<file path="src/hdl/c2s_pkg.sv">
`timescale 1ns / 1ps
package c2s_pkg;

    localparam int GUARD  = 24;
    localparam int STAGES = 32;
    localparam int CW     = 35 + GUARD;
    localparam int ZW     = 36;
    localparam int MW     = 35;
    localparam int UW     = 25;
    localparam int SQW    = 64;

    localparam logic signed [ZW-1:0] PI_Q32     = 36'sd13493037704;
    localparam logic signed [ZW-1:0] TWO_PI_Q32 = 36'sd26986075408;
    localparam logic [27:0]          DEG_PER_RAD_Q22 = 28'd240315917;
    localparam logic [UW-1:0]        FULL_TURN    = 25'd23592960;
    localparam logic [UW-1:0]        QUARTER_TURN = 25'd5898240;

    typedef enum logic [2:0] {
        LON_CORDIC,
        LON_ZERO,
        LON_HALF,
        LON_QUARTER,
        LON_THREE_QUARTER
    } t_lon_kind;

    typedef enum logic [1:0] {
        LAT_CORDIC,
        LAT_ZERO,
        LAT_POLE_N,
        LAT_POLE_S
    } t_lat_kind;

    typedef struct packed {
        t_lon_kind          lon_kind;
        logic               x_neg;
        logic [31:0]        lon_a;
        logic signed [32:0] lon_b;
        logic signed [31:0] z;
    } t_side_a;

    typedef struct packed {
        t_lon_kind   lon_kind;
        logic        x_neg;
        t_lat_kind   lat_kind;
        logic [31:0] rad;
    } t_side_b;

    typedef struct packed {
        t_lon_kind   lon_kind;
        t_lat_kind   lat_kind;
        logic        lat_neg;
        logic [31:0] rad;
    } t_side_c;

    function automatic logic [63:0] f_term(input int unsigned e);
        logic [63:0] t;
        if (e > 62) begin
            t = 64'd0;
        end else begin
            t = 64'd1 << (62 - e);
        end
        return t;
    endfunction

    function automatic logic [ZW-1:0] f_atan_q32(input int unsigned i);
        logic [63:0] s;
        if (i == 0) begin
            return 36'd3373259426;
        end
        s = f_term(i);
        s = s - f_term(3 * i) / 64'd3;
        s = s + f_term(5 * i) / 64'd5;
        s = s - f_term(7 * i) / 64'd7;
        s = s + f_term(9 * i) / 64'd9;
        s = s - f_term(11 * i) / 64'd11;
        s = s + f_term(13 * i) / 64'd13;
        s = s - f_term(15 * i) / 64'd15;
        s = s + f_term(17 * i) / 64'd17;
        s = s - f_term(19 * i) / 64'd19;
        s = s + f_term(21 * i) / 64'd21;
        s = s - f_term(23 * i) / 64'd23;
        s = s + f_term(25 * i) / 64'd25;
        s = s - f_term(27 * i) / 64'd27;
        s = s + f_term(29 * i) / 64'd29;
        s = s - f_term(31 * i) / 64'd31;
        s = s + f_term(33 * i) / 64'd33;
        s = s - f_term(35 * i) / 64'd35;
        s = s + f_term(37 * i) / 64'd37;
        s = s - f_term(39 * i) / 64'd39;
        s = s + f_term(41 * i) / 64'd41;
        s = s - f_term(43 * i) / 64'd43;
        s = s + f_term(45 * i) / 64'd45;
        s = s - f_term(47 * i) / 64'd47;
        s = s + f_term(49 * i) / 64'd49;
        s = s - f_term(51 * i) / 64'd51;
        s = s + f_term(53 * i) / 64'd53;
        s = s - f_term(55 * i) / 64'd55;
        s = s + f_term(57 * i) / 64'd57;
        s = s - f_term(59 * i) / 64'd59;
        s = s + f_term(61 * i) / 64'd61;
        s = (s + (64'd1 << 29)) >> 30;
        return s[ZW-1:0];
    endfunction

endpackage

</file>
<file path="src/hdl/c2s_sqrt_cell.sv">
`timescale 1ns / 1ps
module c2s_sqrt_cell
    import c2s_pkg::*;
#(
    parameter int POS = 31
) (
    input  logic           i_clk,
    input  logic           i_en,
    input  logic [SQW-1:0] i_rem,
    input  logic [SQW-1:0] i_res,
    output logic [SQW-1:0] o_rem,
    output logic [SQW-1:0] o_res
);
    localparam logic [SQW-1:0] BIT = SQW'(1) << (2 * POS);

    logic [SQW-1:0] r_rem, r_res;
    logic [SQW-1:0] n_rem, n_res, trial;

    always_comb begin
        trial = i_res + BIT;
        if (i_rem >= trial) begin
            n_rem = i_rem - trial;
            n_res = (i_res >> 1) + BIT;
        end else begin
            n_rem = i_rem;
            n_res = i_res >> 1;
        end
    end

    always_ff @(posedge i_clk) begin
        if (i_en) begin
            r_rem <= n_rem;
            r_res <= n_res;
        end
    end

    assign o_rem = r_rem;
    assign o_res = r_res;
endmodule

</file>
<file path="config.mk">
export PLATFORM = sky130hd
export DESIGN_NAME = c2s_sqrt_cell
export DESIGN_NICKNAME = d
export VERILOG_FILES = /design/src/hdl/c2s_pkg.sv /design/src/hdl/c2s_sqrt_cell.sv
export SDC_FILE = /design/constraint.sdc
export NUM_CORES = 1
export LEC_CHECK = 0
export BUFFER_PORTS_ARGS = -buffer_cell sky130_fd_sc_hd__buf_2
export CORE_ASPECT_RATIO = 0.6
export CORE_MARGIN = 5
export CORE_UTILIZATION = 54
export CTS_BUF_LIST = sky130_fd_sc_hd__clkbuf_8
export DETAILED_ROUTE_END_ITERATION = 16
export PLACE_DENSITY = 0.83
export SYNTH_ARGS = -nofsm -noshare
export SYNTH_HDL_FRONTEND = slang
export SYNTH_SLANG_ARGS = --single-unit
</file>
<file path="constraint.sdc">
create_clock -name i_clk -period 3.63 [get_ports i_clk]
set_clock_uncertainty 0.15 [all_clocks]
set_input_delay 0.1815 -clock i_clk [delete_from_list [all_inputs] [get_ports i_clk]]
set_output_delay 0.1815 -clock i_clk [all_outputs]
set_load 0.05 [all_outputs]
</file>
==> impl_metrics.json, run 1 <==
{
  "status": "finished, final reports clean",
  "stdcell_count": 1511,
  "critPathMaxFanout": 6,
  "p_per_area_nw_per_um2": 426,
  "firstDrtPassIters": 6,
  "whs_path_depth": 3,
  "syn_inst": 885,
  "worst_pin_slew_ns": 0.647,
  "num_rows": 35,
  "fin_crit_sh": 0.993,
  "gp_congestion": 0.963,
  "period_minus_slack_ns": 3.60,
  "slew_headroom": 0.569,
  "start_util": 0.555,
  "synth_compound_area_frac": 0.198,
  "drt_iter0_drc": 909,
  "finalNetCount": 1489,
  "cts_tree": "done",
  "grt_overflow": 0,
  "hold_class": "in2reg",
  "clock_sinks": 128,
  "p_leak_nw": 5.60,
  "dp_hpwl_um": 20600,
  "ys_top_cells_by_area": "edfxtp_1 (45%), ha_1 (9.3%), a21oi_1 (6.5%)",
  "synthXorXnorAreaFrac": 0.0570,
  "drv_slew": 0,
  "dieWidth_um": 173,
  "clk_pin_slew_worst_paths_ns": 0.08,
  "yosys.area_share.simple": 0.132,
  "synth_top_family_by_area": "compound AO/OA/AOI/OAI gates",
  "grt_max_degree": 66,
  "synth_enable_flop_cells": 128,
  "synthAdderAreaFrac": 0.0953,
  "avgSynthCellArea_um2": 9.73,
  "worstPathArrival_ns": 3.64,
  "dieArea_um2": 18700,
  "critPathKind": "in2reg",
  "drive_gt1_frac": 0.283,
  "finalHoldViolCount": 0,
  "grt_pass1_wl_um": 44700,
  "via_per_inst": 5.75,
  "whs_endpoint": "o_rem[55]",
  "dp.cells": 1349,
  "grt_pass1_vias": 8415,
  "setup_violations": 0,
  "h-tree-depth": 4,
  "async_flop_share": 0,
  "ys_types": 58,
  "yosysSeqAreaShare": 0.446,
  "ys_ff_latch": 128,
  "clk_path_buf_depth": 2,
  "core_area_um2": 15500,
  "drc": 0,
  "dr_total_vias": 8683,
  "final_antenna_net_count": 0,
  "synth_warnings": 0,
  "synthFlopType": "edfxtp_1",
  "p_total_mw": 5.17,
  "muxShareOfSynthArea": 0.0195,
  "ioPinCount": 258,
  "final_cell_mix": "buf_2 (257), edfxtp_1 (128), dlygate4sd3_1 (123)",
  "numPortBuffers": 257,
  "hold_slack_ns": 0.0315,
  "syn_to_final_growth_pct": 40.9,
  "cp-end-kind": "register",
  "cts_buffers": 17,
  "routedWlPerCell_um": 19.2,
  "hp-start": "i_rem[55]",
  "maxCapViolations": 0,
  "antenna_found_initial": 0,
  "layout_commonest_cell": "buf_2",
  "grt_use_total": 0.299,
  "cp.required_ns": 3.67,
  "max_freq_ghz": 0.278,
  "synth_fp_nets": 1080,
  "vdd_drop_max_mv": 0.245,
  "synth.largest_area_cell": "edfxtp_1",
  "cp-start-kind": "input port",
  "clock-root-buffer": "clkbuf_8",
  "netlist_area_um2": 8610,
  "die_h_um": 108,
  "postRouteWirelength_um": 29000,
  "synth_top_area_share": 0.446
}
==> stage by stage <==
step	area (um^2)	utilization	setup TNS (ns)	worst slack, ns
detailed placement	10300	0.667	-0.357	-0.0627
finish	12100	0.782	0	0.0265
CTS	11900	0.768	0	0.00203
floorplan	8610	-	0	0.439
global route	12100	0.782	-0.135	-0.0520
global placement	10300	0.667	0	0.103
==> where the power goes <==
part	total, mW	internal, mW	switching [mW]
Clock	1.13	0.522	0.608
Sequential	1.90	1.84	0.0509
Combinational	2.14	0.724	1.41
Total	5.17	3.09	2.07
==> area by class of cell <==
type,count,area (um^2)
diodes,1,2.50
clock buffers,17,234
clock inverters,15,105
fillers,1020,3370
inverters,78,293
multi-input cells,642,4490
flip-flops and latches,128,3840
well taps,203,254
repair buffers,427,2910
==> worst max path at each step <==
stage | startpoint | to | slack [ns] | cells after the start
floorplan | i_res[16] | o_rem[60] | 0.44 | 12
global placement | i_rem[0] | o_rem[61] | 0.10 | 15
detailed placement | i_rem[0] | o_rem[31] | -0.06 | 15
CTS | i_rem[13] | o_rem[25] | 0.002 | 14
global route | i_res[14] | o_rem[60] | -0.05 | 15
finish | i_rem[13] | o_rem[60] | 0.03 | 14
==> kinds of logic after synthesis <==
kind of cell | after synthesis
AND/OR/NAND/NOR | 234
XOR/XNOR | 56
adder cells (fa/ha/maj) | 65
AO/OA/AOI/OAI | 272
multiplexers | 15
buffers and inverters | 115
flip-flops | 128
==> Yosys cell counts, drive strengths merged, types with 2 or more instances <==
master  instances
a211o           2
a211oi          4
a21boi          5
a21o           49
a21oi         111
a31oi           7
a41oi           5
and2           10
and3           13
and4            3
and4b           2
buf            11
clkbuf         26
edfxtp        128
ha             64
inv            78
mux2           14
nand2          52
nand2b          3
nand3          14
nand4          18
nor2           82
nor2b          10
nor3           12
nor4b           2
o211ai          7
o21a            7
o21ai          43
o21bai         11
o22ai           2
o31a            5
o31ai           2
o41ai           3
or2             4
or3             4
xnor2          36
xor2           20
==> registers in the layout, summed over array words and instances (netlist names) <==
register,cells
o_rem,64
o_res,64
==> worst max-delay path, cell delays in order <==
cell	delay, ns
dlygate4sd3_1	0.53
buf_2	0.14
ha_2	0.39
a21oi_1	0.09
o211ai_1	0.30
o2111ai_2	0.27
a41o_1	0.33
nor3_2	0.16
o21ai_2	0.10
o41ai_4	0.33
buf_4	0.20
or4b_1	0.43
a21oi_1	0.12
nor3_1	0.06
==> what timing repair did <==
action	CTS	global route
endpoints found under the setup margin	0	59
buffers inserted	0	5
hold endpoints to repair	124	0
resized for setup	0	32
hold buffers	123	0
==> metal layers <==
| metal | track usage | up-vias | share of wire |
|---|---|---|---|
| met5 | 0 | - | 0 |
| met4 | 0.0780 | 0 | 0.022 |
| met3 | 0.103 | 54 | 0.12 |
| met2 | 0.451 | 575 | 0.43 |
| met1 | 0.415 | 4000 | 0.43 |
| li1 | - | 4054 | - |
Note: power is estimated with default switching activity, not from simulation.
==> run 2: changes to the inputs <==
- CAP_MARGIN: default -> 15
- CELL_PAD_IN_SITES_DETAIL_PLACEMENT: default -> 0
- CELL_PAD_IN_SITES_GLOBAL_PLACEMENT: default -> 1
- CORE_UTILIZATION: 54 -> 41
- PLACE_DENSITY: 0.83 -> default
- PLACE_DENSITY_LB_ADDON: default -> 0.1
==> run 2 against run 1 <==
Compared with the run above:
- global-route usage down 7.4 points
- non-clock buffer count up 6
- sequential share of layout area down 0.13 points
- combinational power down 2%
- wire length down 4.7%
- cell area up 0.40%
- core utilization down 20 points
- final cell count up 5.2%
- critical endpoint unchanged
- highest routed layer unchanged
==> impl_metrics.json, run 2 (same netlist as run 1, synthesis figures left out) <==
{
  "layout_commonest_cell": "buf_2",
  "drive_gt1_frac": 0.274,
  "h-tree-depth": 4,
  "routedWlPerCell_um": 17.4,
  "core_area_um2": 20800,
  "use_met3": 0.0551,
  "die_h_um": 122,
  "syn_to_final_growth_pct": 41.4,
  "worst_pin_slew_ns": 0.774,
  "cp-end-kind": "register",
  "use_met1": 0.363,
  "grt_max_degree": 71,
  "num_antenna_cells": 0,
  "via_per_inst": 5.14,
  "start_util": 0.413,
  "postRouteWirelength_um": 27700,
  "cts_buffers": 17,
  "grt_overflow": 0,
  "clk_pin_slew_worst_paths_ns": 0.08,
  "dr_total_vias": 8162,
  "status": "finished, final reports clean",
  "busiest_layer": "met1",
  "clk_path_buf_depth": 2,
  "critPathMaxFanout": 4,
  "worstPathArrival_ns": 3.57,
  "cts_tree": "done",
  "dieArea_um2": 24100,
  "ff_latch_area_um2": 3840,
  "multiInputGateArea_um2": 4400,
  "clock-root-buffer": "clkbuf_8",
  "p_per_area_nw_per_um2": 422,
  "fin_util": 0.585,
  "critPathKind": "in2reg",
  "final_cell_mix": "buf_2 (256), edfxtp_1 (128), dlygate4sd3_1 (127)",
  "firstDrtPassIters": 5,
  "gr-usage-met2": 0.297,
  "dp_slack_ns": -0.0314,
  "cp-start-kind": "input port",
  "max_freq_ghz": 0.286,
  "vdd_drop_max_mv": 0.227,
  "finalNetCount": 1495,
  "slew_headroom": 0.478,
  "rsz0062_at_grt": "true",
  "drc": 0,
  "finalHoldViolCount": 0,
  "fin_ws_ns": 0.133,
  "period_minus_slack_ns": 3.50,
  "fin_crit_sh": 0.963,
  "drt_iter0_drc": 653,
  "num_rows": 41,
  "setup_violations": 0,
  "final_antenna_net_count": 0,
  "hold_class": "in2reg",
  "dieWidth_um": 197,
  "n_fill_cell": 1856,
  "antenna_found_initial": 0,
  "gp_congestion": 0.883,
  "dp_hpwl_um": 21200,
  "drv_slew": 0,
  "maxCapViolations": 0,
  "p_leak_nw": 5.62,
  "grt_pass1_wl_um": 43100,
  "clock_sinks": 128,
  "grt_use_total": 0.226,
  "grt_pass1_vias": 7872,
  "ioPinCount": 258,
  "cp.required_ns": 3.70,
  "numPortBuffers": 257
}
[run 2: cell types whose count changed in the layout (fill, tap and decap cells not counted), moves of 3 or more]
cell and delta:
buf_4 +4, dlygate4sd3_1 +4, ha_4 -6, ha_1 +8, o21ai_1 -3
[run 2: path summary, 6_finish.rpt]
path	from	slack (ns)	endpoint	cells after the start
min	i_rem[63]	0.06	o_rem[63]	4
max	i_rem[16]	0.13	o_rem[60]	14
[run 2: what timing repair did]
action / in CTS / in global routing
hold endpoints to repair: 127 / 0
buffers inserted: 0 / 2
hold buffers: 127 / 0
resized for setup: 0 / 20
endpoints found under the setup margin: 0 / 66
[run 2: stage by stage]
step	cells	power [mW]	instance area [um^2]	hold slack, ns	setup TNS [ns]
after floorplan	885	3.29	8610	0.130	0
after global placement	1431	3.86	10500	0.224	0
after detailed placement	1431	3.87	10500	0.225	-0.193
after CTS	1587	5.14	12100	0.0148	0
after global routing	1589	5.41	12200	0.0566	-0.231
final	1589	5.14	12200	0.0566	0
[run 2: layer usage]
metal  vias up  share of wire
met4         0          0.012
li1       4056              -
met3        21          0.072
met5         -              0
met2       266           0.39
met1      3819           0.52
[run 2: layout make-up]
class,instances,area share
Multi-Input combinational cell,642,0.361
Sequential cell,128,0.316
Timing Repair Buffer,433,0.243
Tap cell,279,0.0287
Inverter,78,0.0240
Clock buffer,17,0.0192
Clock inverter,12,0.00853
[run 2: power breakdown]
part | switching, mW | total, mW | internal (mW)
registers | 0.0439 | 1.89 | 1.84
logic | 1.38 | 2.10 | 0.716
clock network | 0.574 | 1.15 | 0.577
[run 2: critical path, cell delays in order]
cell           delay, ns
dlygate4sd3_1       0.55
buf_2               0.14
ha_1                0.32
and2_1              0.19
nand3_1             0.17
or3_4               0.39
a41o_1              0.27
nor3_2              0.22
o21ai_2             0.11
o41ai_4             0.24
buf_4               0.17
or4b_1              0.43
a21oi_1             0.12
nor3_1              0.06
==> run 3: changes to the inputs <==
- MAX_ROUTING_LAYER: default -> met4
- PLACE_DENSITY: default -> 0.95
- PLACE_DENSITY_LB_ADDON: 0.1 -> default
==> run 3 against run 2 <==
Compared with the run above:
- sequential share of layout area down 0.54 points
- total power up 2.6%
- clock power up 8%
- via count up 3.5%
- core utilization up 1.0 points
- die area unchanged
- sequential cell count unchanged
- fmax about the same
- largest cell class unchanged
==> impl_metrics.json, run 3 (same netlist as run 1, synthesis figures left out) <==
{
  "drive_gt1_frac": 0.290,
  "ioPinCount": 258,
  "via_per_inst": 5.27,
  "dieWidth_um": 197,
  "vdd_drop_max_mv": 0.284,
  "grt_pass1_wl_um": 44700,
  "syn_to_final_growth_pct": 43.9,
  "dieArea_um2": 24100,
  "whs_path_depth": 4,
  "dp_slack_ns": 0.00229,
  "critPathMaxFanout": 3,
  "clk_pin_slew_worst_paths_ns": 0.08,
  "path_buf_inv": 4,
  "worstPathArrival_ns": 3.58,
  "drv_slew": 0,
  "clock-root-buffer": "clkbuf_8",
  "firstDrtPassIters": 5,
  "grt_max_degree": 71,
  "critPathMaxStageDelay_ns": 0.53,
  "p_total_mw": 5.27,
  "p_sw_frac": 0.387,
  "h-tree-depth": 4,
  "clock_sinks": 128,
  "slowest_stage": "dlygate4sd3_1",
  "num_rows": 41,
  "final_cell_mix": "buf_2 (256), edfxtp_1 (128), dlygate4sd3_1 (127)",
  "hold_class": "in2reg",
  "num_antenna_cells": 0,
  "final_area_um2": 12400,
  "place_area_um2": 10600,
  "grt_overflow": 0,
  "critPathTopFamily": "simple AND/OR/NAND/NOR gates",
  "slew_headroom": 0.532,
  "period_minus_slack_ns": 3.50,
  "fin_ws_ns": 0.132,
  "grt_use_total": 0.243,
  "n_fill_cell": 1767,
  "stdcell_count": 1604,
  "maxCapViolations": 0,
  "p_int_mw": 3.23,
  "hp-start": "i_rem[63]",
  "cp-end-kind": "register",
  "finalNetCount": 1508,
  "antenna_found_initial": 0,
  "fin_crit_sh": 0.964,
  "routedWlPerCell_um": 18.1,
  "layout_commonest_cell": "buf_2",
  "start_util": 0.413,
  "whs_endpoint": "o_rem[63]",
  "dp.cells": 1444,
  "max_freq_ghz": 0.286,
  "drc": 0,
  "worst_pin_slew_ns": 0.703,
  "p_leak_nw": 5.73,
  "numPortBuffers": 257,
  "p_seq_frac": 0.360,
  "p_per_area_nw_per_um2": 426,
  "postRouteWirelength_um": 29000,
  "grt_pass1_vias": 8404,
  "final_antenna_net_count": 0,
  "dp_hpwl_um": 21400,
  "power.share.clock": 0.235,
  "p_switching_mw": 2.04,
  "path_cells": "dlygate4sd3_1 -> buf_2 -> ha_1 -> fa_2 -> nand2b_4 -> a21oi_2 -> o41ai_2 -> buf_4 -> nor4bb_4 -> nor3_4 -> o21ai_2 -> o41ai_4 -> buf_4 -> or4b_4 -> a21oi_2 -> nor3_1",
  "finalHoldViolCount": 0,
  "clk_path_buf_depth": 2,
  "critPathKind": "in2reg",
  "cts_tree": "done",
  "status": "finished, final reports clean",
  "die_h_um": 122,
  "drt_iter0_drc": 647,
  "dr_total_vias": 8447,
  "cts_buffers": 17,
  "cp-start-kind": "input port",
  "setup_violations": 0,
  "core_area_um2": 20800,
  "cp.required_ns": 3.71,
  "p_comb_frac": 0.405,
  "gp_congestion": 0.901
}
[run 3: area by class of cell]
type,instances,area [um^2],area share
tap,279,349,0.0282
timing repair buffer,446,3070,0.248
clock inverter,14,136,0.0110
inverter,78,293,0.0236
multi-input combinational,642,4470,0.360
clock buffer,17,234,0.0189
sequential,128,3840,0.310
[run 3: layer usage]
layer,GRT usage,routed length [um],up-vias
met1,0.348,13800,3929
li1,-,-,4085
met2,0.349,12200,393
met3,0.0647,2570,40
met5,-,0,-
met4,0.0532,374,0
[run 3: through the flow]
step	hold WS, ns	setup TNS [ns]	util
floorplan	0.130	0	-
global placement	0.224	0	0.508
detailed placement	0.223	0	0.508
CTS	0.0358	0	0.587
global route	0.0451	-0.0216	0.595
finish	0.0713	0	0.595
[run 3: tightest hold or removal path, delay by kind of cell]
kind,cells,cell delay (ns)
AOI/OAI and AO/OA,1,0.18
and+or+nand+nor,1,0.07
buffers and inverters,2,0.16
[run 3: worst max-delay path by stage]
| stage | startpoint | end | cells past startpoint |
|---|---|---|---|
| floorplan | i_res[16] | o_rem[60] | 12 |
| global placement | i_res[8] | o_rem[45] | 14 |
| detailed placement | i_rem[0] | o_rem[61] | 17 |
| CTS | i_res[5] | o_rem[45] | 15 |
| global route | i_res[15] | o_rem[60] | 16 |
| finish | i_res[0] | o_rem[60] | 16 |
[run 3: power by group through the flow]
| stage | registers [mW] | logic [mW] | clock network, mW |
|---|---|---|---|
| after detailed placement | 1.93 | 1.96 | 0 |
| final | 1.90 | 2.14 | 1.24 |
| after global placement | 1.92 | 1.94 | 0 |
| after floorplan | 2.53 | 0.758 | 0 |
| after global routing | 1.91 | 2.28 | 1.33 |
| after CTS | 1.90 | 2.08 | 1.26 |
[run 3: repair_timing]
| item | in CTS | in global routing |
|---|---|---|
| resized for setup | 0 | 28 |
| endpoints found under the setup margin | 0 | 51 |
| hold endpoints to repair | 127 | 0 |
| hold buffers | 127 | 0 |
| buffers inserted | 0 | 2 |
