**src/hdl/c2s_pkg.sv**
```systemverilog
`timescale 1ns / 1ps
package c2s_pkg;

    localparam int GUARD  = 24;
    localparam int STAGES = 32;
    localparam int CW     = 35 + GUARD;
    localparam int ZW     = 36;
    localparam int MW     = 35;
    localparam int UW     = 25;
    localparam int SQW    = 64;

    localparam logic signed [ZW-1:0] PI_Q32     = 36'sd13493037704;
    localparam logic signed [ZW-1:0] TWO_PI_Q32 = 36'sd26986075408;
    localparam logic [27:0]          DEG_PER_RAD_Q22 = 28'd240315917;
    localparam logic [UW-1:0]        FULL_TURN    = 25'd23592960;
    localparam logic [UW-1:0]        QUARTER_TURN = 25'd5898240;

    typedef enum logic [2:0] {
        LON_CORDIC,
        LON_ZERO,
        LON_HALF,
        LON_QUARTER,
        LON_THREE_QUARTER
    } t_lon_kind;

    typedef enum logic [1:0] {
        LAT_CORDIC,
        LAT_ZERO,
        LAT_POLE_N,
        LAT_POLE_S
    } t_lat_kind;

    typedef struct packed {
        t_lon_kind          lon_kind;
        logic               x_neg;
        logic [31:0]        lon_a;
        logic signed [32:0] lon_b;
        logic signed [31:0] z;
    } t_side_a;

    typedef struct packed {
        t_lon_kind   lon_kind;
        logic        x_neg;
        t_lat_kind   lat_kind;
        logic [31:0] rad;
    } t_side_b;

    typedef struct packed {
        t_lon_kind   lon_kind;
        t_lat_kind   lat_kind;
        logic        lat_neg;
        logic [31:0] rad;
    } t_side_c;

    function automatic logic [63:0] f_term(input int unsigned e);
        logic [63:0] t;
        if (e > 62) begin
            t = 64'd0;
        end else begin
            t = 64'd1 << (62 - e);
        end
        return t;
    endfunction

    function automatic logic [ZW-1:0] f_atan_q32(input int unsigned i);
        logic [63:0] s;
        if (i == 0) begin
            return 36'd3373259426;
        end
        s = f_term(i);
        s = s - f_term(3 * i) / 64'd3;
        s = s + f_term(5 * i) / 64'd5;
        s = s - f_term(7 * i) / 64'd7;
        s = s + f_term(9 * i) / 64'd9;
        s = s - f_term(11 * i) / 64'd11;
        s = s + f_term(13 * i) / 64'd13;
        s = s - f_term(15 * i) / 64'd15;
        s = s + f_term(17 * i) / 64'd17;
        s = s - f_term(19 * i) / 64'd19;
        s = s + f_term(21 * i) / 64'd21;
        s = s - f_term(23 * i) / 64'd23;
        s = s + f_term(25 * i) / 64'd25;
        s = s - f_term(27 * i) / 64'd27;
        s = s + f_term(29 * i) / 64'd29;
        s = s - f_term(31 * i) / 64'd31;
        s = s + f_term(33 * i) / 64'd33;
        s = s - f_term(35 * i) / 64'd35;
        s = s + f_term(37 * i) / 64'd37;
        s = s - f_term(39 * i) / 64'd39;
        s = s + f_term(41 * i) / 64'd41;
        s = s - f_term(43 * i) / 64'd43;
        s = s + f_term(45 * i) / 64'd45;
        s = s - f_term(47 * i) / 64'd47;
        s = s + f_term(49 * i) / 64'd49;
        s = s - f_term(51 * i) / 64'd51;
        s = s + f_term(53 * i) / 64'd53;
        s = s - f_term(55 * i) / 64'd55;
        s = s + f_term(57 * i) / 64'd57;
        s = s - f_term(59 * i) / 64'd59;
        s = s + f_term(61 * i) / 64'd61;
        s = (s + (64'd1 << 29)) >> 30;
        return s[ZW-1:0];
    endfunction

endpackage

```
**src/hdl/c2s_conv.sv**
```systemverilog
`timescale 1ns / 1ps
module c2s_conv
    import c2s_pkg::*;
(
    input  logic          i_clk,
    input  logic          i_en,
    input  logic [MW-1:0] i_mag,
    output logic [UW-1:0] o_units
);
    logic [44:0]   r_p_hi;
    logic [45:0]   r_p_lo;
    logic [UW-1:0] r_units;
    logic [63:0]   n_sum;

    assign n_sum = {1'b0, r_p_hi, 18'd0} + 64'(r_p_lo) + (64'd1 << 37);

    always_ff @(posedge i_clk) begin
        if (i_en) begin
            r_p_hi  <= i_mag[MW-1:18] * DEG_PER_RAD_Q22;
            r_p_lo  <= i_mag[17:0] * DEG_PER_RAD_Q22;
            r_units <= n_sum[62:38];
        end
    end

    assign o_units = r_units;
endmodule

```
**config.mk**
```make
export PLATFORM = sky130hd
export DESIGN_NAME = c2s_conv
export DESIGN_NICKNAME = d
export VERILOG_FILES = /design/src/hdl/c2s_pkg.sv /design/src/hdl/c2s_conv.sv
export SDC_FILE = /design/constraint.sdc
export NUM_CORES = 1
export LEC_CHECK = 0
export BUFFER_PORTS_ARGS = -buffer_cell sky130_fd_sc_hd__buf_2
export CAP_MARGIN = 20
export CORE_UTILIZATION = 58
export CTS_CLUSTER_SIZE = 25
export DETAILED_ROUTE_END_ITERATION = 12
export PLACE_DENSITY_LB_ADDON = 0.25
export SYNTH_ARGS = -nofsm -noshare
export SYNTH_HDL_FRONTEND = slang
export SYNTH_SLANG_ARGS = --single-unit
```
**constraint.sdc**
```tcl
create_clock -name i_clk -period 7.2 [get_ports i_clk]
set_input_delay 0.72 -clock i_clk [delete_from_list [all_inputs] [get_ports i_clk]]
set_output_delay 0.72 -clock i_clk [all_outputs]
set_load 0.01 [all_outputs]
```
==> results.sh, run 1 <==
export IMPL_arrival_ns=6.76
export IMPL_wl_per_cell_um=20.75
export IMPL_wirelength_mm=51.57
export IMPL_grt_pass1_wl_mm=81.46
export IMPL_setup_ws_ns=0.5508
export IMPL_dr_pass1_iters=5
export IMPL_reg2reg_from="r_p_hi[2]"
export IMPL_nets=2820
export IMPL_grt_max_degree=59
export IMPL_skew_ns=0.009265
export IMPL_holdPathStages=1
export IMPL_crit_start="i_mag[7]"
export IMPL_numPortBuffers=61
export IMPL_gr_total_overflow=0
export IMPL_synth_cell_type_count=66
export IMPL_hp_class="reg2reg"
export IMPL_ys_seq_elements=98
export IMPL_avgSynthCellArea_um2=10.52
export IMPL_critPathMaxStageDelay_ns=0.58
export IMPL_finalSetupViolCount=0
export IMPL_hold_buffers=0
export IMPL_clkTransAtPathRegs_ns=0.08
export IMPL_crit_family="adder cells"
export IMPL_hold_viol_final=0
export IMPL_avgViaCountPerCell=5.474
export IMPL_syn_nets=2746
export IMPL_cts_tree="done"
export IMPL_min_from="r_p_hi[44]"
export IMPL_max_freq_ghz=0.1504
export IMPL_die_h_um=190.1
export IMPL_start_util_pct=59.11
export IMPL_worst_path_buf_inv=5
export IMPL_drt_iter0_markers=859
export IMPL_setup_tns_ns=0
export IMPL_fp_dieW_um=190.1
export IMPL_die_area_um2=36130
export IMPL_critPathMostFrequentCell="fa_1"
export IMPL_gp_congestion=1.003
export IMPL_antenna_found_initial=1
export IMPL_cts_path_max_buffers=2
export IMPL_status="finished, final reports clean"
export IMPL_drive_above_1_share_pct=4.975
export IMPL_root_buffer="clkbuf_16"
export IMPL_cp_cell_sequence="buf_2, fa_1, inv_1, fa_1, fa_1, inv_1, fa_1, inv_1, fa_1, fa_1, inv_1, ha_1, nand2_1, o21ai_0, a2111o_1, a32o_1, a2111oi_4, o31ai_1, o41ai_2, xnor2_1"
export IMPL_worst_ep_required_time_ns=7.31
export IMPL_critPathSlowestCell="a2111oi_4"
export IMPL_grt_pass1_vias=14240
export IMPL_place_ws_ns=0.1906
export IMPL_numCtsBuffers=9
export IMPL_worstMarginPinSlew_ns=0.9268
export IMPL_cts_setup_buffers=0
export IMPL_cts_sinks=98
export IMPL_synth_edf_count=98
export IMPL_yosysWarnings=0
export IMPL_critical_path_endpoint_type="flip-flop"
export IMPL_cp_start_kind="input pin"
export IMPL_num_vias=13600
export IMPL_clk_insertion_delay_late_ns=0.36
export IMPL_htreeDepth=3
export IMPL_drc_errors=0
export IMPL_cap_violations=0
export IMPL_fillerInstances=2896
export IMPL_netlist_area_um2=20520
export IMPL_cp_max_fo=10
export IMPL_diodes=0
export IMPL_reg2reg_depth=11
export IMPL_slew_violations=0
export IMPL_core_um2=34710
export IMPL_syn_inst=1951
export IMPL_period_share_pct=92.35
export IMPL_dp_hpwl_mm=46.18
export IMPL_synth_flop_cell="edfxtp_1"
export IMPL_crit_type="in2reg"
export IMPL_post_cts_resized=0
export IMPL_fin_crit_ns=6.649
export IMPL_ios=62
export IMPL_rsz0062_at_grt="no"
export IMPL_path_depth=20
export IMPL_ant_nets=0
export IMPL_async_flop_share_pct=0
export IMPL_grtUsageTotal_pct=30.46
export IMPL_relSlewSlack_pct=37.56
export IMPL_row_count=68
export IMPL_syn_to_final_growth_pct=6.061
export IMPL_synth_seq_area_share_pct=14.34
-- logic make-up (layout without fill, tap and decap cells) --
group,after synthesis,after routing,synth area share [%]
AOI/OAI and AO/OA,244,244,8.262
xor gates and xnor gates,86,86,3.671
adders and majority gates,758,758,58.37
buffers and inverters,583,662,10.67
DFF,98,98,14.34
muxes,1,1,0.04878
and+or+nand+nor,181,181,4.640
-- state kept, by name (all words and copies together) (netlist names) --
register,count
o_units,25
r_p_hi,45
r_p_lo,28
-- worst reg2reg max path: cells and delay by family, from the launching register on --
kind | cells | cell delay [ns]
AOI/OAI and AO/OA | 7 | 2.04
DFF | 1 | 0.38
adders and majority gates | 2 | 0.61
and+or+nand+nor | 2 | 0.71
-- per-layer routing --
metal | track usage (%) | share of wire, % | routed length [um] | vias up
met5 | 0 | 0.023 | 12 | -
met4 | 3.753 | 0.95 | 491 | 2
met3 | 7.434 | 8.1 | 4153 | 28
met2 | 43.84 | 42 | 21440 | 391
met1 | 47.27 | 49 | 25480 | 6773
li1 | - | - | - | 6410
-- placed cells by master, fill, tap and decap left out, types with 4 or more instances in the layout --
master and instances:
inv_1 574, a21o_1 57, nand2_1 36, nand3_1 14, o21bai_1 19, xnor2_1 61, o21ai_0 23, buf_2 60
and3_1 9, a21oi_1 66, nor2_1 44, ha_1 426, fa_1 332, a21boi_0 4, a211oi_1 6, xor2_1 25
buf_4 12, a211o_1 4, nor2b_1 9, nand4_1 15, nor3_1 11, edfxtp_1 98, o21a_1 7, and2_1 9
nand2b_1 6, clkbuf_16 9, or2_2 4, o211ai_1 6, o31ai_1 6, a31oi_1 6, and4_1 9
-- final timing paths --
check | slack (ns) | endpoint
setup / recovery | 0.55 | r_p_lo[44]
setup reg to reg | 3.30 | o_units[8]
hold reg to reg | 0.56 | o_units[24]
hold / removal | 0.56 | o_units[24]
-- through the flow --
stage | instance area, um2 | cells | hold slack (ns) | util, %
3_3_place_gp | 21440 | 2468 | 0.5404 | 61.75
2_1_floorplan | 20520 | 1951 | 0.5269 | -
6_report | 21760 | 2485 | 0.5573 | 62.69
5_1_grt | 21760 | 2485 | 0.5872 | 62.69
4_1_cts | 21760 | 2484 | 0.5645 | 62.67
3_5_place_dp | 21440 | 2468 | 0.5382 | 61.75
-- cell type report --
class / count / area [um2] / share of cell area, %
clock buffer: 9 / 225.2 / 1.035
clock inverter: 7 / 93.84 / 0.4312
inverter: 574 / 2155 / 9.900
multi-input combinational: 1270 / 15390 / 70.70
sequential: 98 / 2943 / 13.52
tap: 455 / 569.3 / 2.616
timing repair buffer: 72 / 390.4 / 1.794
-- synthesized netlist by cell type (19+ instances only) --
master | count | area share (%)
ha_1 | 426 | 26
fa_1 | 332 | 32
a21o_1 | 57 | 2.1
xor2_1 | 25 | 1.1
o21bai_1 | 19 | 0.70
nor2_1 | 44 | 0.80
inv_1 | 574 | 11
o21ai_0 | 23 | 0.56
xnor2_1 | 61 | 2.6
nand2_1 | 36 | 0.66
edfxtp_1 | 98 | 14
a21oi_1 | 66 | 1.6
Power of run 1 is left out: the tool's default activity adds up to more than one toggle a clock period on the data nets, which glitch-free logic cannot reach.
==> run 2: changes to the inputs <==
==> constraint.sdc (replaced) <==
create_clock -name i_clk -period 7.2 [get_ports i_clk]
set_input_delay 1.44 -clock i_clk [delete_from_list [all_inputs] [get_ports i_clk]]
set_output_delay 1.44 -clock i_clk [all_outputs]
set_load 0.01 [all_outputs]
==> results.sh, run 2 (synthesized netlist as in run 1, its figures left out) <==
export IMPL_slew_violations=0
export IMPL_core_um2=34710
export IMPL_grt_pass1_wl_mm=83.66
export IMPL_skew_ns=0.009721
export IMPL_cap_violations=0
export IMPL_die_h_um=190.1
export IMPL_largest_reg_flops=45
export IMPL_row_count=68
export IMPL_drive_above_1_share_pct=12.39
export IMPL_numPortBuffers=61
export IMPL_layout_common_cells="573 x inv_1, 424 x ha_1, 330 x fa_1"
export IMPL_die_area_um2=36130
export IMPL_numCtsBuffers=9
export IMPL_rrSetupSlack_ns=3.27
export IMPL_dp_hpwl_mm=48.25
export IMPL_max_freq_ghz=0.1422
export IMPL_gp_congestion=0.9813
export IMPL_setup_tns_ns=0
export IMPL_syn_to_final_growth_pct=12.13
export IMPL_hold_viol_final=0
export IMPL_fin_crit_ns=7.034
export IMPL_clk_insertion_delay_late_ns=0.36
export IMPL_start_util_pct=59.11
export IMPL_grt_max_degree=62
export IMPL_grtUsageTotal_pct=31.34
export IMPL_htreeDepth=3
export IMPL_drt_iter0_markers=748
export IMPL_root_buffer="clkbuf_16"
export IMPL_cp_max_fo=4
export IMPL_critical_path_endpoint_type="flip-flop"
export IMPL_wl_per_cell_um=20.18
export IMPL_avgViaCountPerCell=5.396
export IMPL_fillerInstances=2795
export IMPL_worst_ep_required_time_ns=7.31
export IMPL_reg2reg_from="r_p_hi[2]"
export IMPL_ios=62
export IMPL_worstMarginPinSlew_ns=0.8154
export IMPL_r2r_end="o_units[8]"
export IMPL_num_vias=14260
export IMPL_drc_errors=0
export IMPL_gr_total_overflow=0
export IMPL_regMostFlops="r_p_hi"
export IMPL_grt_pass1_vias=14950
export IMPL_min_from="r_p_hi[44]"
export IMPL_cp_start_kind="input pin"
export IMPL_dr_pass1_iters=5
export IMPL_min_to="o_units[24]"
export IMPL_hold_buffers=0
export IMPL_arrival_ns=7.14
export IMPL_period_share_pct=97.69
export IMPL_wirelength_mm=53.32
export IMPL_cts_path_max_buffers=2
export IMPL_finalSetupViolCount=0
export IMPL_fp_dieW_um=190.1
export IMPL_mostFrequentLayoutCell="inv_1"
export IMPL_crit_type="in2reg"
export IMPL_hp_class="reg2reg"
export IMPL_relSlewSlack_pct=45.64
export IMPL_antenna_found_initial=2
export IMPL_status="finished, final reports clean"
export IMPL_cts_tree="done"
export IMPL_nets=2977
export IMPL_reg2reg_depth=11
export IMPL_diodes=0
export IMPL_holdWs_ns=0.5668
export IMPL_cts_sinks=98
export IMPL_ant_nets=0
export IMPL_clkTransAtPathRegs_ns=0.07
export IMPL_holdPathStages=1
## run 2: changes by cell type in the layout (fill, tap and decap cells not counted), sizes merged
cell | previous run | this run
buf | 72 | 229
clkinv | 1 | 4
bufinv | 1 | 0
clkinvlp | 1 | 0
inv | 578 | 577
## run 2: cell type report
cell class                 count  area, um2  area share, %
clock buffer                   9      225.2         0.9788
clock inverter                 7      81.33         0.3535
inverter                     574       2155          9.364
multi-input combinational   1270      15450          67.17
sequential                    98       2943          12.79
tap                          455      569.3          2.474
timing repair buffer         229       1582          6.874
## run 2: timing repair
item,in CTS,in global routing
setup endpoints to repair,0,17
buffers inserted,0,1
hold endpoints to repair,0,0
gates resized for setup,0,16
## run 2: worst max-delay path by stage
stage                     slack, ns      from  cells past startpoint         end
after floorplan                0.29  i_mag[6]                     19  r_p_lo[44]
after global placement        -0.30  i_mag[6]                     22  r_p_lo[45]
after global routing          -0.03  i_mag[7]                     22  r_p_lo[44]
after CTS                      0.03  i_mag[6]                     21  r_p_lo[44]
final                          0.17  i_mag[7]                     22  r_p_lo[44]
after detailed placement      -0.39  i_mag[6]                     22  r_p_lo[45]
## run 2: layer usage
layer	vias to the layer above	share of wire [%]	track usage (%)
met4	4	1.3	5.180
met3	49	8.5	8.504
li1	6737	-	-
met5	-	0.060	0
met1	7027	47	46.50
met2	440	43	46.35
## run 2: per-stage QoR
stage | worst slack [ns] | util (%) | cell area (um2) | instances
final | 0.1662 | 66.28 | 23010 | 2642
after global routing | -0.02521 | 66.28 | 23010 | 2642
after CTS | 0.02904 | 66.05 | 22930 | 2640
after detailed placement | -0.3889 | 65.16 | 22620 | 2624
after global placement | -0.3045 | 65.16 | 22620 | 2624
after floorplan | 0.2887 | - | 20520 | 1951
## run 2: critical path, stage by stage
cell and delay (ns):
buf_2 0.13, fa_1 0.61, inv_2 0.07, buf_4 0.14
fa_1 0.54, inv_1 0.05, ha_1 0.29, fa_1 0.51
inv_1 0.07, fa_1 0.45, fa_1 0.52, inv_1 0.05
ha_1 0.32, nand4_1 0.09, a31oi_1 0.06, a2111o_1 0.46
a32o_2 0.33, a2111oi_4 0.29, buf_4 0.20, o31ai_2 0.09
o41ai_2 0.34, xnor2_1 0.09
Power of run 2 is left out for the same reason.
==> run 3: changes to the inputs <==
Settings changed: BUFFER_PORTS_ARGS -buffer_cell sky130_fd_sc_hd__buf_2 to not set, DONT_BUFFER_PORTS set to 1.
==> results.sh, run 3 (synthesized netlist as in run 1, its figures left out) <==
export IMPL_skew_ns=0.02200
export IMPL_die_h_um=190.1
export IMPL_ant_nets=0
export IMPL_cp_cell_sequence="fa_2, inv_1, fa_1, fa_1, fa_1, inv_1, fa_1, inv_1, fa_1, inv_1, ha_1, a21oi_2, o21ai_1, a2111o_1, a32o_2, a2111oi_4, buf_4, o31ai_1, o41ai_2, xnor2_1"
export IMPL_clk_insertion_delay_late_ns=0.36
export IMPL_avgViaCountPerCell=5.514
export IMPL_cp_start_kind="input pin"
export IMPL_relSlewSlack_pct=30.97
export IMPL_worstMarginPinSlew_ns=1.029
export IMPL_hp_class="reg2reg"
export IMPL_diodes=0
export IMPL_fin_crit_ns=7.016
export IMPL_core_um2=34710
export IMPL_holdWs_ns=0.5600
export IMPL_largest_reg_flops=45
export IMPL_reg2reg_from="r_p_lo[37]"
export IMPL_wirelength_mm=50.24
export IMPL_gr_total_overflow=0
export IMPL_grt_pass1_vias=14340
export IMPL_cap_violations=0
export IMPL_grt_pass1_wl_mm=81.16
export IMPL_holdPathStages=1
export IMPL_drive_above_1_share_pct=4.518
export IMPL_htreeDepth=3
export IMPL_syn_to_final_growth_pct=6.219
export IMPL_clkTransAtPathRegs_ns=0.09
export IMPL_gp_congestion=1.019
export IMPL_crit_family="adder cells"
export IMPL_slew_violations=0
export IMPL_rsz0062_at_grt="no"
export IMPL_worst_path_buf_inv=5
export IMPL_rrSetupSlack_ns=3.14
export IMPL_finalSetupViolCount=0
export IMPL_ios=62
export IMPL_critPathMaxStageDelay_ns=0.58
export IMPL_wl_per_cell_um=20.35
export IMPL_place_ws_ns=-0.1118
export IMPL_status="finished, final reports clean"
export IMPL_grt_max_degree=99
export IMPL_critical_path_endpoint_type="flip-flop"
export IMPL_arrival_ns=7.11
export IMPL_cts_sinks=98
export IMPL_critPathMostFrequentCell="fa_1"
export IMPL_numCtsBuffers=9
export IMPL_cts_path_max_buffers=2
export IMPL_fillerInstances=2859
export IMPL_period_share_pct=97.44
export IMPL_drt_iter0_markers=923
export IMPL_seqCellArea_um2=2943
export IMPL_cts_tree="done"
export IMPL_min_from="r_p_hi[44]"
export IMPL_nets=2804
export IMPL_r2r_end="o_units[22]"
export IMPL_dp_cells=2452
export IMPL_hold_viol_final=0
export IMPL_setup_ws_ns=0.1840
export IMPL_die_area_um2=36130
export IMPL_critPathSlowestCell="fa_2"
export IMPL_row_count=68
export IMPL_max_freq_ghz=0.1425
export IMPL_mostFrequentLayoutCell="inv_1"
export IMPL_grtUsageTotal_pct=29.83
export IMPL_dr_pass1_iters=5
export IMPL_start_util_pct=59.11
export IMPL_drc_errors=0
export IMPL_final_cell_count_no_fill=2469
export IMPL_multiInputGateArea_um2=15400
export IMPL_layout_common_cells="574 x inv_1, 426 x ha_1, 328 x fa_1"
export IMPL_crit_type="in2reg"
export IMPL_reg2reg_depth=13
export IMPL_worst_ep_required_time_ns=7.29
export IMPL_numPortBuffers=0
export IMPL_root_buffer="clkbuf_16"
export IMPL_antenna_found_initial=0
export IMPL_min_to="o_units[24]"
export IMPL_regMostFlops="r_p_hi"
export IMPL_fp_dieW_um=190.1
export IMPL_num_vias=13620
export IMPL_dp_hpwl_mm=44.97
export IMPL_cp_max_fo=7
[run 3: layout make-up]
cell class                 instances  share of cell area [%]
multi-input combinational       1270                   70.67
sequential                        98                   13.50
inverter                         574                   9.885
tap                              455                   2.612
timing repair buffer              56                   1.929
clock buffer                       9                   1.033
clock inverter                     7                  0.3731
[run 3: worst max-delay path by stage]
stage	startpoint	endpoint	slack, ns	cells past startpoint
after floorplan	i_mag[6]	r_p_lo[44]	0.29	19
after global placement	i_mag[6]	r_p_lo[44]	-0.07	20
after detailed placement	i_mag[6]	r_p_lo[44]	-0.11	20
after CTS	i_mag[6]	r_p_lo[44]	0.22	20
after global routing	i_mag[26]	r_p_hi[41]	0.006	20
final	i_mag[6]	r_p_lo[44]	0.18	20
[run 3: worst register-to-register path, delay by kind of cell, from the launching register on]
kind,cells,cell delay (ns)
xor+xnor,1,0.18
compound gates,4,1.91
simple gates,4,0.73
buf+inv,2,0.09
fa+ha+maj,2,0.56
flops,1,0.33
[run 3: what timing repair did]
item                       in CTS  in global routing
hold endpoints to repair        0                  0
setup endpoints to repair       0                  3
buffers inserted                0                  1
hold buffers                    0                  0
gates resized for setup         0                  8
[run 3: per-layer routing]
metal  global-route usage, %  wire length (um)  part of all wire, %
met5                       0                 0                    0
met4                   6.203               939                  1.9
met3                   5.571              3792                  7.5
met2                   43.64             21670                   43
met1                   45.83             23830                   47
[run 3: metrics by stage]
step                setup TNS (ns)  util (%)  area [um2]
floorplan                        0         -       20520
global placement           -0.1099     61.84       21470
detailed placement         -0.3659     61.84       21470
CTS                              0     62.72       21770
global route                     0     62.79       21800
finish                           0     62.79       21800
Power of run 3 is left out for the same reason.
